--- src/rtl/core/adsr_env_pkg.sv ---
package adsr_env_pkg;

    // register byte addresses on the configuration port
    localparam int ADDR_BITS = 5;

    localparam logic [ADDR_BITS-1:0] ADDR_MODE          = 5'h00;
    localparam logic [ADDR_BITS-1:0] ADDR_ATTACK_LEN    = 5'h04;
    localparam logic [ADDR_BITS-1:0] ADDR_DECAY_LEN     = 5'h08;
    localparam logic [ADDR_BITS-1:0] ADDR_RELEASE_LEN   = 5'h0c;
    localparam logic [ADDR_BITS-1:0] ADDR_TOTAL_LEN     = 5'h10;
    localparam logic [ADDR_BITS-1:0] ADDR_PEAK_LEVEL    = 5'h14;
    localparam logic [ADDR_BITS-1:0] ADDR_SUSTAIN_LEVEL = 5'h18;

    localparam logic MODE_ADSR = 1'b0;
    localparam logic MODE_ASR  = 1'b1;

    // how the quotient turns into the final level
    typedef enum logic [2:0] {
        KIND_ZERO,
        KIND_DIRECT,
        KIND_ADD,
        KIND_SUB,
        KIND_CONST
    } level_kind_t;

    typedef struct packed {
        level_kind_t kind;
        logic        oor;
    } seg_ctl_t;

endpackage

--- src/rtl/core/adsr_env_front.sv ---
module adsr_env_front
    import adsr_env_pkg::*;
#(
    parameter int LEN_BITS   = 16,
    parameter int LEVEL_BITS = 16
)
(
    input  logic                              clk,
    input  logic                              rst_n,
    input  logic                              en,
    input  logic                              in_valid,
    input  logic [LEN_BITS-1:0]               sample_index,
    input  logic                              mode,
    input  logic [LEN_BITS-1:0]               attack_len,
    input  logic [LEN_BITS-1:0]               decay_len,
    input  logic [LEN_BITS-1:0]               release_len,
    input  logic [LEN_BITS-1:0]               total_len,
    input  logic [LEVEL_BITS-1:0]             peak_level,
    input  logic [LEVEL_BITS-1:0]             sustain_level,
    output logic                              out_valid,
    output logic [LEN_BITS+LEVEL_BITS-1:0]    out_product,
    output logic [LEN_BITS-1:0]               out_den,
    output logic [LEVEL_BITS-1:0]             out_base,
    output seg_ctl_t                          out_ctl
);

    logic [LEVEL_BITS-1:0] peak_eff;
    logic [LEN_BITS-1:0]   decay_eff;
    logic [LEN_BITS:0]     attack_plus_decay;
    logic [LEN_BITS:0]     index_plus_release;

    logic [LEVEL_BITS-1:0] x_next;
    logic [LEN_BITS-1:0]   y_next;
    logic [LEN_BITS-1:0]   den_next;
    logic [LEVEL_BITS-1:0] base_next;
    seg_ctl_t              ctl_next;

    logic                  valid_a_reg;
    logic [LEVEL_BITS-1:0] x_a_reg;
    logic [LEN_BITS-1:0]   y_a_reg;
    logic [LEN_BITS-1:0]   den_a_reg;
    logic [LEVEL_BITS-1:0] base_a_reg;
    seg_ctl_t              ctl_a_reg;

    logic                           valid_b_reg;
    logic [LEN_BITS+LEVEL_BITS-1:0] product_b_reg;
    logic [LEN_BITS-1:0]            den_b_reg;
    logic [LEVEL_BITS-1:0]          base_b_reg;
    seg_ctl_t                       ctl_b_reg;

    assign peak_eff           = (mode == MODE_ASR) ? sustain_level : peak_level;
    assign decay_eff          = (mode == MODE_ASR) ? '0 : decay_len;
    assign attack_plus_decay  = {1'b0, attack_len} + {1'b0, decay_eff};
    assign index_plus_release = {1'b0, sample_index} + {1'b0, release_len};

    // segment select, first test that holds wins
    always_comb
    begin
        x_next        = '0;
        y_next        = '0;
        den_next      = '0;
        base_next     = '0;
        ctl_next.kind = KIND_ZERO;
        ctl_next.oor  = 1'b0;
        priority if (sample_index >= total_len)
        begin
            ctl_next.oor = 1'b1;
        end
        else if (sample_index <= attack_len)
        begin
            x_next        = peak_eff;
            y_next        = sample_index;
            den_next      = attack_len;
            ctl_next.kind = (attack_len == '0) ? KIND_ZERO : KIND_DIRECT;
        end
        else if ({1'b0, sample_index} <= attack_plus_decay)
        begin
            y_next    = sample_index - attack_len;
            den_next  = decay_eff;
            base_next = peak_eff;
            if (peak_eff >= sustain_level)
            begin
                x_next        = peak_eff - sustain_level;
                ctl_next.kind = KIND_SUB;
            end
            else
            begin
                x_next        = sustain_level - peak_eff;
                ctl_next.kind = KIND_ADD;
            end
        end
        else if (index_plus_release <= {1'b0, total_len})
        begin
            base_next     = sustain_level;
            ctl_next.kind = KIND_CONST;
        end
        else
        begin
            x_next        = sustain_level;
            y_next        = total_len - sample_index;
            den_next      = release_len;
            ctl_next.kind = KIND_DIRECT;
        end
    end

    always_ff @(posedge clk or negedge rst_n)
    begin
        if (!rst_n)
        begin
            valid_a_reg <= 1'b0;
            valid_b_reg <= 1'b0;
        end
        else if (en)
        begin
            valid_a_reg <= in_valid;
            valid_b_reg <= valid_a_reg;
        end
    end

    always_ff @(posedge clk)
    begin
        if (en)
        begin
            x_a_reg       <= x_next;
            y_a_reg       <= y_next;
            den_a_reg     <= den_next;
            base_a_reg    <= base_next;
            ctl_a_reg     <= ctl_next;
            product_b_reg <= x_a_reg * y_a_reg;
            den_b_reg     <= den_a_reg;
            base_b_reg    <= base_a_reg;
            ctl_b_reg     <= ctl_a_reg;
        end
    end

    assign out_valid   = valid_b_reg;
    assign out_product = product_b_reg;
    assign out_den     = den_b_reg;
    assign out_base    = base_b_reg;
    assign out_ctl     = ctl_b_reg;

endmodule

--- src/rtl/core/adsr_env_cell.sv ---
module adsr_env_cell
    import adsr_env_pkg::*;
#(
    parameter int LEN_BITS   = 16,
    parameter int LEVEL_BITS = 16
)
(
    input  logic                  clk,
    input  logic                  rst_n,
    input  logic                  en,
    input  logic                  in_valid,
    input  logic [LEN_BITS-1:0]   in_rem,
    input  logic [LEVEL_BITS-1:0] in_low,
    input  logic [LEN_BITS-1:0]   in_den,
    input  logic [LEVEL_BITS-1:0] in_base,
    input  seg_ctl_t              in_ctl,
    output logic                  out_valid,
    output logic [LEN_BITS-1:0]   out_rem,
    output logic [LEVEL_BITS-1:0] out_low,
    output logic [LEN_BITS-1:0]   out_den,
    output logic [LEVEL_BITS-1:0] out_base,
    output seg_ctl_t              out_ctl
);

    // one restoring step: low holds unused dividend bits on top, quotient bits below
    logic [LEN_BITS:0]     trial;
    logic [LEN_BITS:0]     diff;
    logic                  fits;

    logic                  valid_reg;
    logic [LEN_BITS-1:0]   rem_reg;
    logic [LEVEL_BITS-1:0] low_reg;
    logic [LEN_BITS-1:0]   den_reg;
    logic [LEVEL_BITS-1:0] base_reg;
    seg_ctl_t              ctl_reg;

    assign trial = {in_rem, in_low[LEVEL_BITS-1]};
    assign diff  = trial - {1'b0, in_den};
    assign fits  = (trial >= {1'b0, in_den});

    always_ff @(posedge clk or negedge rst_n)
    begin
        if (!rst_n)
        begin
            valid_reg <= 1'b0;
        end
        else if (en)
        begin
            valid_reg <= in_valid;
        end
    end

    always_ff @(posedge clk)
    begin
        if (en)
        begin
            rem_reg  <= fits ? diff[LEN_BITS-1:0] : trial[LEN_BITS-1:0];
            low_reg  <= {in_low[LEVEL_BITS-2:0], fits};
            den_reg  <= in_den;
            base_reg <= in_base;
            ctl_reg  <= in_ctl;
        end
    end

    assign out_valid = valid_reg;
    assign out_rem   = rem_reg;
    assign out_low   = low_reg;
    assign out_den   = den_reg;
    assign out_base  = base_reg;
    assign out_ctl   = ctl_reg;

endmodule

--- src/rtl/core/adsr_envelope_level.sv ---
// linear adsr / asr envelope level, one sample index in, one level out
// stages: select and product registers, LEVEL_BITS divider cells, output register
// throughput: one request per cycle unless m_* is held, set by the LEVEL_BITS divider
// cells (one quotient bit per cell) behind a registered LEN_BITS x LEVEL_BITS multiply
// reset: rst_n async active low, empties the pipe, config registers go to reset values
module adsr_envelope_level
    import adsr_env_pkg::*;
#(
    parameter int LEN_BITS   = 16,
    parameter int LEVEL_BITS = 16
)
(
    input  logic                                clk,
    input  logic                                rst_n,
    // configuration port
    input  logic                                psel,
    input  logic                                penable,
    input  logic                                pwrite,
    input  logic [ADDR_BITS-1:0]                paddr,
    input  logic [31:0]                         pwdata,
    output logic [31:0]                         prdata,
    output logic                                pready,
    // request stream
    input  logic                                s_tvalid,
    output logic                                s_tready,
    input  logic [((LEN_BITS+7)/8)*8-1:0]       s_tdata,  // sample_index
    // result stream
    output logic                                m_tvalid,
    input  logic                                m_tready,
    output logic [((LEVEL_BITS+7)/8)*8-1:0]     m_tdata,  // level
    output logic                                m_tuser   // out_of_range
);

    localparam int NUM_BITS = LEN_BITS + LEVEL_BITS;

    // configuration registers
    logic                  mode_reg;
    logic [LEN_BITS-1:0]   attack_len_reg;
    logic [LEN_BITS-1:0]   decay_len_reg;
    logic [LEN_BITS-1:0]   release_len_reg;
    logic [LEN_BITS-1:0]   total_len_reg;
    logic [LEVEL_BITS-1:0] peak_level_reg;
    logic [LEVEL_BITS-1:0] sustain_level_reg;
    logic                  cfg_write;

    // whole pipe moves together, stalls only when the output register is full and held
    logic                  pipe_en;

    // front end to the cell row
    logic                  front_valid;
    logic [NUM_BITS-1:0]   front_product;
    logic [LEN_BITS-1:0]   front_den;
    logic [LEVEL_BITS-1:0] front_base;
    seg_ctl_t              front_ctl;

    // links of the divider row, link 0 feeds the first cell
    logic                  link_valid [0:LEVEL_BITS];
    logic [LEN_BITS-1:0]   link_rem   [0:LEVEL_BITS];
    logic [LEVEL_BITS-1:0] link_low   [0:LEVEL_BITS];
    logic [LEN_BITS-1:0]   link_den   [0:LEVEL_BITS];
    logic [LEVEL_BITS-1:0] link_base  [0:LEVEL_BITS];
    seg_ctl_t              link_ctl   [0:LEVEL_BITS];

    // output register
    logic                  out_valid_reg;
    logic [LEVEL_BITS-1:0] level_reg;
    logic                  oor_reg;
    logic [LEVEL_BITS-1:0] level_next;
    logic [LEVEL_BITS-1:0] quotient;

    //--------------------------------------------------------------------------
    // register file, written on the access phase, always ready
    //--------------------------------------------------------------------------
    assign pready    = 1'b1;
    assign cfg_write = psel && penable && pwrite && pready;

    always_ff @(posedge clk or negedge rst_n)
    begin
        if (!rst_n)
        begin
            mode_reg          <= MODE_ADSR;
            attack_len_reg    <= '0;
            decay_len_reg     <= '0;
            release_len_reg   <= '0;
            total_len_reg     <= '0;
            peak_level_reg    <= LEVEL_BITS'(32'd65535);
            sustain_level_reg <= LEVEL_BITS'(32'd32768);
        end
        else if (cfg_write)
        begin
            unique case (paddr)
                ADDR_MODE:          mode_reg          <= pwdata[0];
                ADDR_ATTACK_LEN:    attack_len_reg    <= pwdata[LEN_BITS-1:0];
                ADDR_DECAY_LEN:     decay_len_reg     <= pwdata[LEN_BITS-1:0];
                ADDR_RELEASE_LEN:   release_len_reg   <= pwdata[LEN_BITS-1:0];
                ADDR_TOTAL_LEN:     total_len_reg     <= pwdata[LEN_BITS-1:0];
                ADDR_PEAK_LEVEL:    peak_level_reg    <= pwdata[LEVEL_BITS-1:0];
                ADDR_SUSTAIN_LEVEL: sustain_level_reg <= pwdata[LEVEL_BITS-1:0];
                default:            ;
            endcase
        end
    end

    // read back, unmapped addresses read as zero
    always_comb
    begin
        unique case (paddr)
            ADDR_MODE:          prdata = 32'(mode_reg);
            ADDR_ATTACK_LEN:    prdata = 32'(attack_len_reg);
            ADDR_DECAY_LEN:     prdata = 32'(decay_len_reg);
            ADDR_RELEASE_LEN:   prdata = 32'(release_len_reg);
            ADDR_TOTAL_LEN:     prdata = 32'(total_len_reg);
            ADDR_PEAK_LEVEL:    prdata = 32'(peak_level_reg);
            ADDR_SUSTAIN_LEVEL: prdata = 32'(sustain_level_reg);
            default:            prdata = '0;
        endcase
    end

    //--------------------------------------------------------------------------
    // flow control: a request is taken whenever the output slot is free or draining
    //--------------------------------------------------------------------------
    assign pipe_en  = !out_valid_reg || m_tready;
    assign s_tready = pipe_en;

    //--------------------------------------------------------------------------
    // segment classification and numerator product, two stages
    //--------------------------------------------------------------------------
    adsr_env_front #(
        .LEN_BITS   (LEN_BITS),
        .LEVEL_BITS (LEVEL_BITS)
    ) u_front (
        .clk           (clk),
        .rst_n         (rst_n),
        .en            (pipe_en),
        .in_valid      (s_tvalid),
        .sample_index  (s_tdata[LEN_BITS-1:0]),
        .mode          (mode_reg),
        .attack_len    (attack_len_reg),
        .decay_len     (decay_len_reg),
        .release_len   (release_len_reg),
        .total_len     (total_len_reg),
        .peak_level    (peak_level_reg),
        .sustain_level (sustain_level_reg),
        .out_valid     (front_valid),
        .out_product   (front_product),
        .out_den       (front_den),
        .out_base      (front_base),
        .out_ctl       (front_ctl)
    );

    // the top LEN_BITS of the product are always below the divisor for the
    // segments that divide, since the quotient never exceeds a level
    assign link_valid[0] = front_valid;
    assign link_rem[0]   = front_product[NUM_BITS-1:LEVEL_BITS];
    assign link_low[0]   = front_product[LEVEL_BITS-1:0];
    assign link_den[0]   = front_den;
    assign link_base[0]  = front_base;
    assign link_ctl[0]   = front_ctl;

    //--------------------------------------------------------------------------
    // divider row: one cell per quotient bit, msb first
    //--------------------------------------------------------------------------
    generate
        for (genvar g = 0; g < LEVEL_BITS; g++)
        begin : g_cell
            adsr_env_cell #(
                .LEN_BITS   (LEN_BITS),
                .LEVEL_BITS (LEVEL_BITS)
            ) u_cell (
                .clk       (clk),
                .rst_n     (rst_n),
                .en        (pipe_en),
                .in_valid  (link_valid[g]),
                .in_rem    (link_rem[g]),
                .in_low    (link_low[g]),
                .in_den    (link_den[g]),
                .in_base   (link_base[g]),
                .in_ctl    (link_ctl[g]),
                .out_valid (link_valid[g+1]),
                .out_rem   (link_rem[g+1]),
                .out_low   (link_low[g+1]),
                .out_den   (link_den[g+1]),
                .out_base  (link_base[g+1]),
                .out_ctl   (link_ctl[g+1])
            );
        end
    endgenerate

    //--------------------------------------------------------------------------
    // final level: quotient alone, added to or taken from the peak, or a constant
    //--------------------------------------------------------------------------
    assign quotient = link_low[LEVEL_BITS];

    always_comb
    begin
        unique case (link_ctl[LEVEL_BITS].kind)
            KIND_ZERO:   level_next = '0;
            KIND_DIRECT: level_next = quotient;
            KIND_ADD:    level_next = link_base[LEVEL_BITS] + quotient;
            KIND_SUB:    level_next = link_base[LEVEL_BITS] - quotient;
            KIND_CONST:  level_next = link_base[LEVEL_BITS];
            default:     level_next = '0;
        endcase
    end

    always_ff @(posedge clk or negedge rst_n)
    begin
        if (!rst_n)
        begin
            out_valid_reg <= 1'b0;
        end
        else if (pipe_en)
        begin
            out_valid_reg <= link_valid[LEVEL_BITS];
        end
    end

    always_ff @(posedge clk)
    begin
        if (pipe_en)
        begin
            level_reg <= level_next;
            oor_reg   <= link_ctl[LEVEL_BITS].oor;
        end
    end

    assign m_tvalid = out_valid_reg;
    assign m_tdata  = (((LEVEL_BITS+7)/8)*8)'(level_reg);
    assign m_tuser  = oor_reg;

endmodule

--- config.mk ---
export PLATFORM = sky130hd
export DESIGN_NAME = adsr_envelope_level
export DESIGN_NICKNAME = d
export VERILOG_FILES = /design/src/rtl/core/adsr_env_pkg.sv /design/src/rtl/core/adsr_env_front.sv /design/src/rtl/core/adsr_env_cell.sv /design/src/rtl/core/adsr_envelope_level.sv
export SDC_FILE = /design/constraint.sdc
export NUM_CORES = 2
export LEC_CHECK = 0
export ABC_AREA = 1
export CAP_MARGIN = 20
export CORE_ASPECT_RATIO = 0.9
export CORE_MARGIN = 1
export CORE_UTILIZATION = 59
export DETAILED_ROUTE_END_ITERATION = 6
export DONT_BUFFER_PORTS = 1
export HOLD_SLACK_MARGIN = 0.1
export PLACE_DENSITY_LB_ADDON = 0.1
export SLEW_MARGIN = 20
export SYNTH_ARGS = -nofsm -noshare
export SYNTH_HDL_FRONTEND = slang
export SYNTH_SLANG_ARGS = --single-unit
export TNS_END_PERCENT = 20
--- constraint.sdc ---
create_clock -name clk -period 71.5 [get_ports clk]
set_input_delay 3.575 -clock clk [delete_from_list [all_inputs] [get_ports clk]]
set_output_delay 3.575 -clock clk [all_outputs]
set_load 0.01 [all_outputs]
==> flow_metrics.env <==
export IMPL_finalSetupViolCount=0
export IMPL_layout_cells_most_common_list="1482 x nand2_1, 1209 x edfxtp_1, 1125 x inv_1, 503 x ha_1, 474 x a21oi_1"
export IMPL_drv_cap=0
export IMPL_start_kind="input pin"
export IMPL_first_iter_violations=4026
export IMPL_cts_sinks=1325
export IMPL_track_usage_pct=27.2
export IMPL_ys_ff_latch=1325
export IMPL_rsz0062_at_grt="false"
export IMPL_failed_checks="DRC"
export IMPL_wl_met1_um=73000
export IMPL_yosysUniqueCellTypes=53
export IMPL_yosysSeqAreaShare_pct=53.4
export IMPL_cp_max_fo=15
export IMPL_dieArea_um2=126000
export IMPL_cts_root_buf="clkbuf_16"
export IMPL_ant_nets=0
export IMPL_num_vias=48700
export IMPL_cts_hold_buf=0
export IMPL_yosysTopAreaCell="edfxtp_1"
export IMPL_cts_tree="yes"
export IMPL_irDropWorstVdd_mv=0.0306
export IMPL_antenna_found_initial=1
export IMPL_power_density_nw_per_um2=53.6
export IMPL_synth_area_top_cells="edfxtp_1 49%, ha_1 8.6%, nand2_1 7.6%"
export IMPL_dieHeight_um=337
export IMPL_area_delta_synth_final_pct=8.11
export IMPL_port_buffers=0
export IMPL_drv_slew=0
export IMPL_fin_crit_sh_pct=13.3
export IMPL_placedCellCount=8563
export IMPL_fin_nets=7870
export IMPL_globalRouteOverflowTotal=0
export IMPL_final_core_util_pct=64.4
export IMPL_cts_clk_slew_worst_paths_ns=0.06
export IMPL_synth_area_um2=73500
export IMPL_cts_resized=0
export IMPL_drc=2
export IMPL_period_minus_slack_ns=9.48
export IMPL_h_tree_depth=4
export IMPL_grt_start_max_net_pins=155
export IMPL_clockBufferDepth=3
export IMPL_leakagePower_nw=35.5
export IMPL_diodes=0
export IMPL_worst_slew_pin_slew_ns=1.08
export IMPL_status="finished, violations left"
export IMPL_grt_pass1_wl_um=263000
export IMPL_avgRoutedWirePerCell_um=19.3
export IMPL_layout_commonest_cell="nand2_1"
export IMPL_synth_area_per_cell_um2=10.3
export IMPL_holdPathStages=0
export IMPL_grt_pass1_vias=47200
export IMPL_routabilityCongestion=0.969
export IMPL_critPathKind="in -> out"
export IMPL_relSlewSlack_pct=28.0
export IMPL_routed_wirelength_um=170000
export IMPL_met3WireLength_um=9640
export IMPL_io_pins=112
export IMPL_cp_required_ns=67.93
export IMPL_synth_top_area_share_pct=49.4
export IMPL_hold_viol=0
export IMPL_core_um2=123000
export IMPL_wl_met2_um=80300
export IMPL_die_w_um=374
export IMPL_crit_path_end_kind="output pin"
export IMPL_cts_setup_buffers=0
export IMPL_fmax_mhz=105
export IMPL_dr_pass1_iters=7
export IMPL_drt_vias_per_instance=5.52
export IMPL_top_layer_used="met4"
export IMPL_hold_class="reg -> reg"
export IMPL_initial_core_util_pct=59.6
export IMPL_fin_worst_skew_ns=0.0583
export IMPL_numCtsBuffers=138
export IMPL_finalSetupTns_ns=0
export IMPL_stdcell_count=8813
export IMPL_yosysWarnings=0
export IMPL_timing_reg2reg_worst_path_depth=23
export IMPL_arrival_ns=5.91
export IMPL_detailed_place_hpwl_um=127000
export IMPL_std_cell_rows=122
export IMPL_syn_inst=7121
export IMPL_clkLatencyLatePin_ns=0.79
export IMPL_drive_gt1_share_pct=3.87
cells in the mapped netlist (all sizes together):
cell,n
a211oi,7
a21boi,13
a21o,53
a21oi,476
a221oi,15
a311oi,6
a31o,1
a31oi,30
and2,10
and3,1
buf,85
clkbuf,131
clkinv,2
conb,2
dfrtp,99
dfstp,17
edfxtp,1209
fa,216
ha,503
inv,1130
mux2,13
nand2,1486
nand3,271
nand3b,8
nand4,48
nor2,333
nor3,32
nor3b,1
nor4,27
o2111ai,8
o211a,1
o211ai,33
o21a,11
o21ai,457
o21bai,13
o221ai,33
o22ai,16
o31ai,4
or2,5
xnor2,177
xor2,138
per-stage QoR:
step	setup WS, ns	hold WS, ns	instance area [um^2]	power (mW)
global route	62.09	0.411	79500	4.60
CTS	62.39	0.407	79500	4.28
floorplan	31.45	0.400	73600	3.27
detailed placement	62.39	0.405	74900	3.54
global placement	62.46	0.400	74900	3.51
finish	62.02	0.406	79500	4.26
power breakdown:
group | switching (mW) | internal, mW | total [mW] | leakage, nW
logic | 1.21 | 0.707 | 1.91 | 19.5
clock network | 0.306 | 0.414 | 0.720 | 2.22
registers | 0.216 | 1.41 | 1.63 | 13.8
cell type report:
type	count	area [um^2]
clock buffers	173	3630
fillers	9810	43900
inverters	1132	4250
multi-input cells	4463	29100
clock inverters	77	973
flip-flops and latches	1325	39200
repair buffers	31	245
well taps	1612	2020
worst paths after layout:
check | slack [ns] | end | startpoint
hold / removal | 0.41 | g_cell[1].u_cell.out_base[0] | g_cell[0].u_cell.out_base[0]
setup reg to reg | 65.11 | u_front.base_a_reg[13] | mode_reg
min in group asynchronous | 2.50 | decay_len_reg[11] | rst_n
hold reg to reg | 0.41 | g_cell[1].u_cell.out_base[0] | g_cell[0].u_cell.out_base[0]
max in group asynchronous | 68.74 | peak_level_reg[0] | rst_n
setup / recovery | 62.02 | prdata[3] | paddr[1]
cell families (layout without fill, tap and decap cells):
| kind of cell | Yosys count | in the layout | share of synthesized area (%) |
|---|---|---|---|
| fa+ha+maj | 719 | 719 | 14.4 |
| simple gates | 2222 | 2222 | 12.2 |
| buf+inv | 1348 | 1413 | 7.11 |
| xor+xnor | 315 | 315 | 3.75 |
| other cells | 2 | 17 | 0.0102 |
| mux | 13 | 13 | 0.199 |
| flops | 1325 | 1325 | 53.4 |
| compound gates | 1177 | 1177 | 8.90 |
worst max-delay path, stage by stage:
cell      delay (ns)
nor2_1          0.25
inv_1           0.10
nor4_1          0.69
inv_1           0.56
o22ai_1         0.35
a221oi_1        0.12
o221ai_1        0.25
routing by layer:
metal	up-vias	global-route usage (%)
li1	23800	-
met1	23100	36.0
met2	1469	44.9
met3	318	4.37
met4	0	11.2
met5	-	0
No activity file was read; power rests on OpenSTA's default activity.
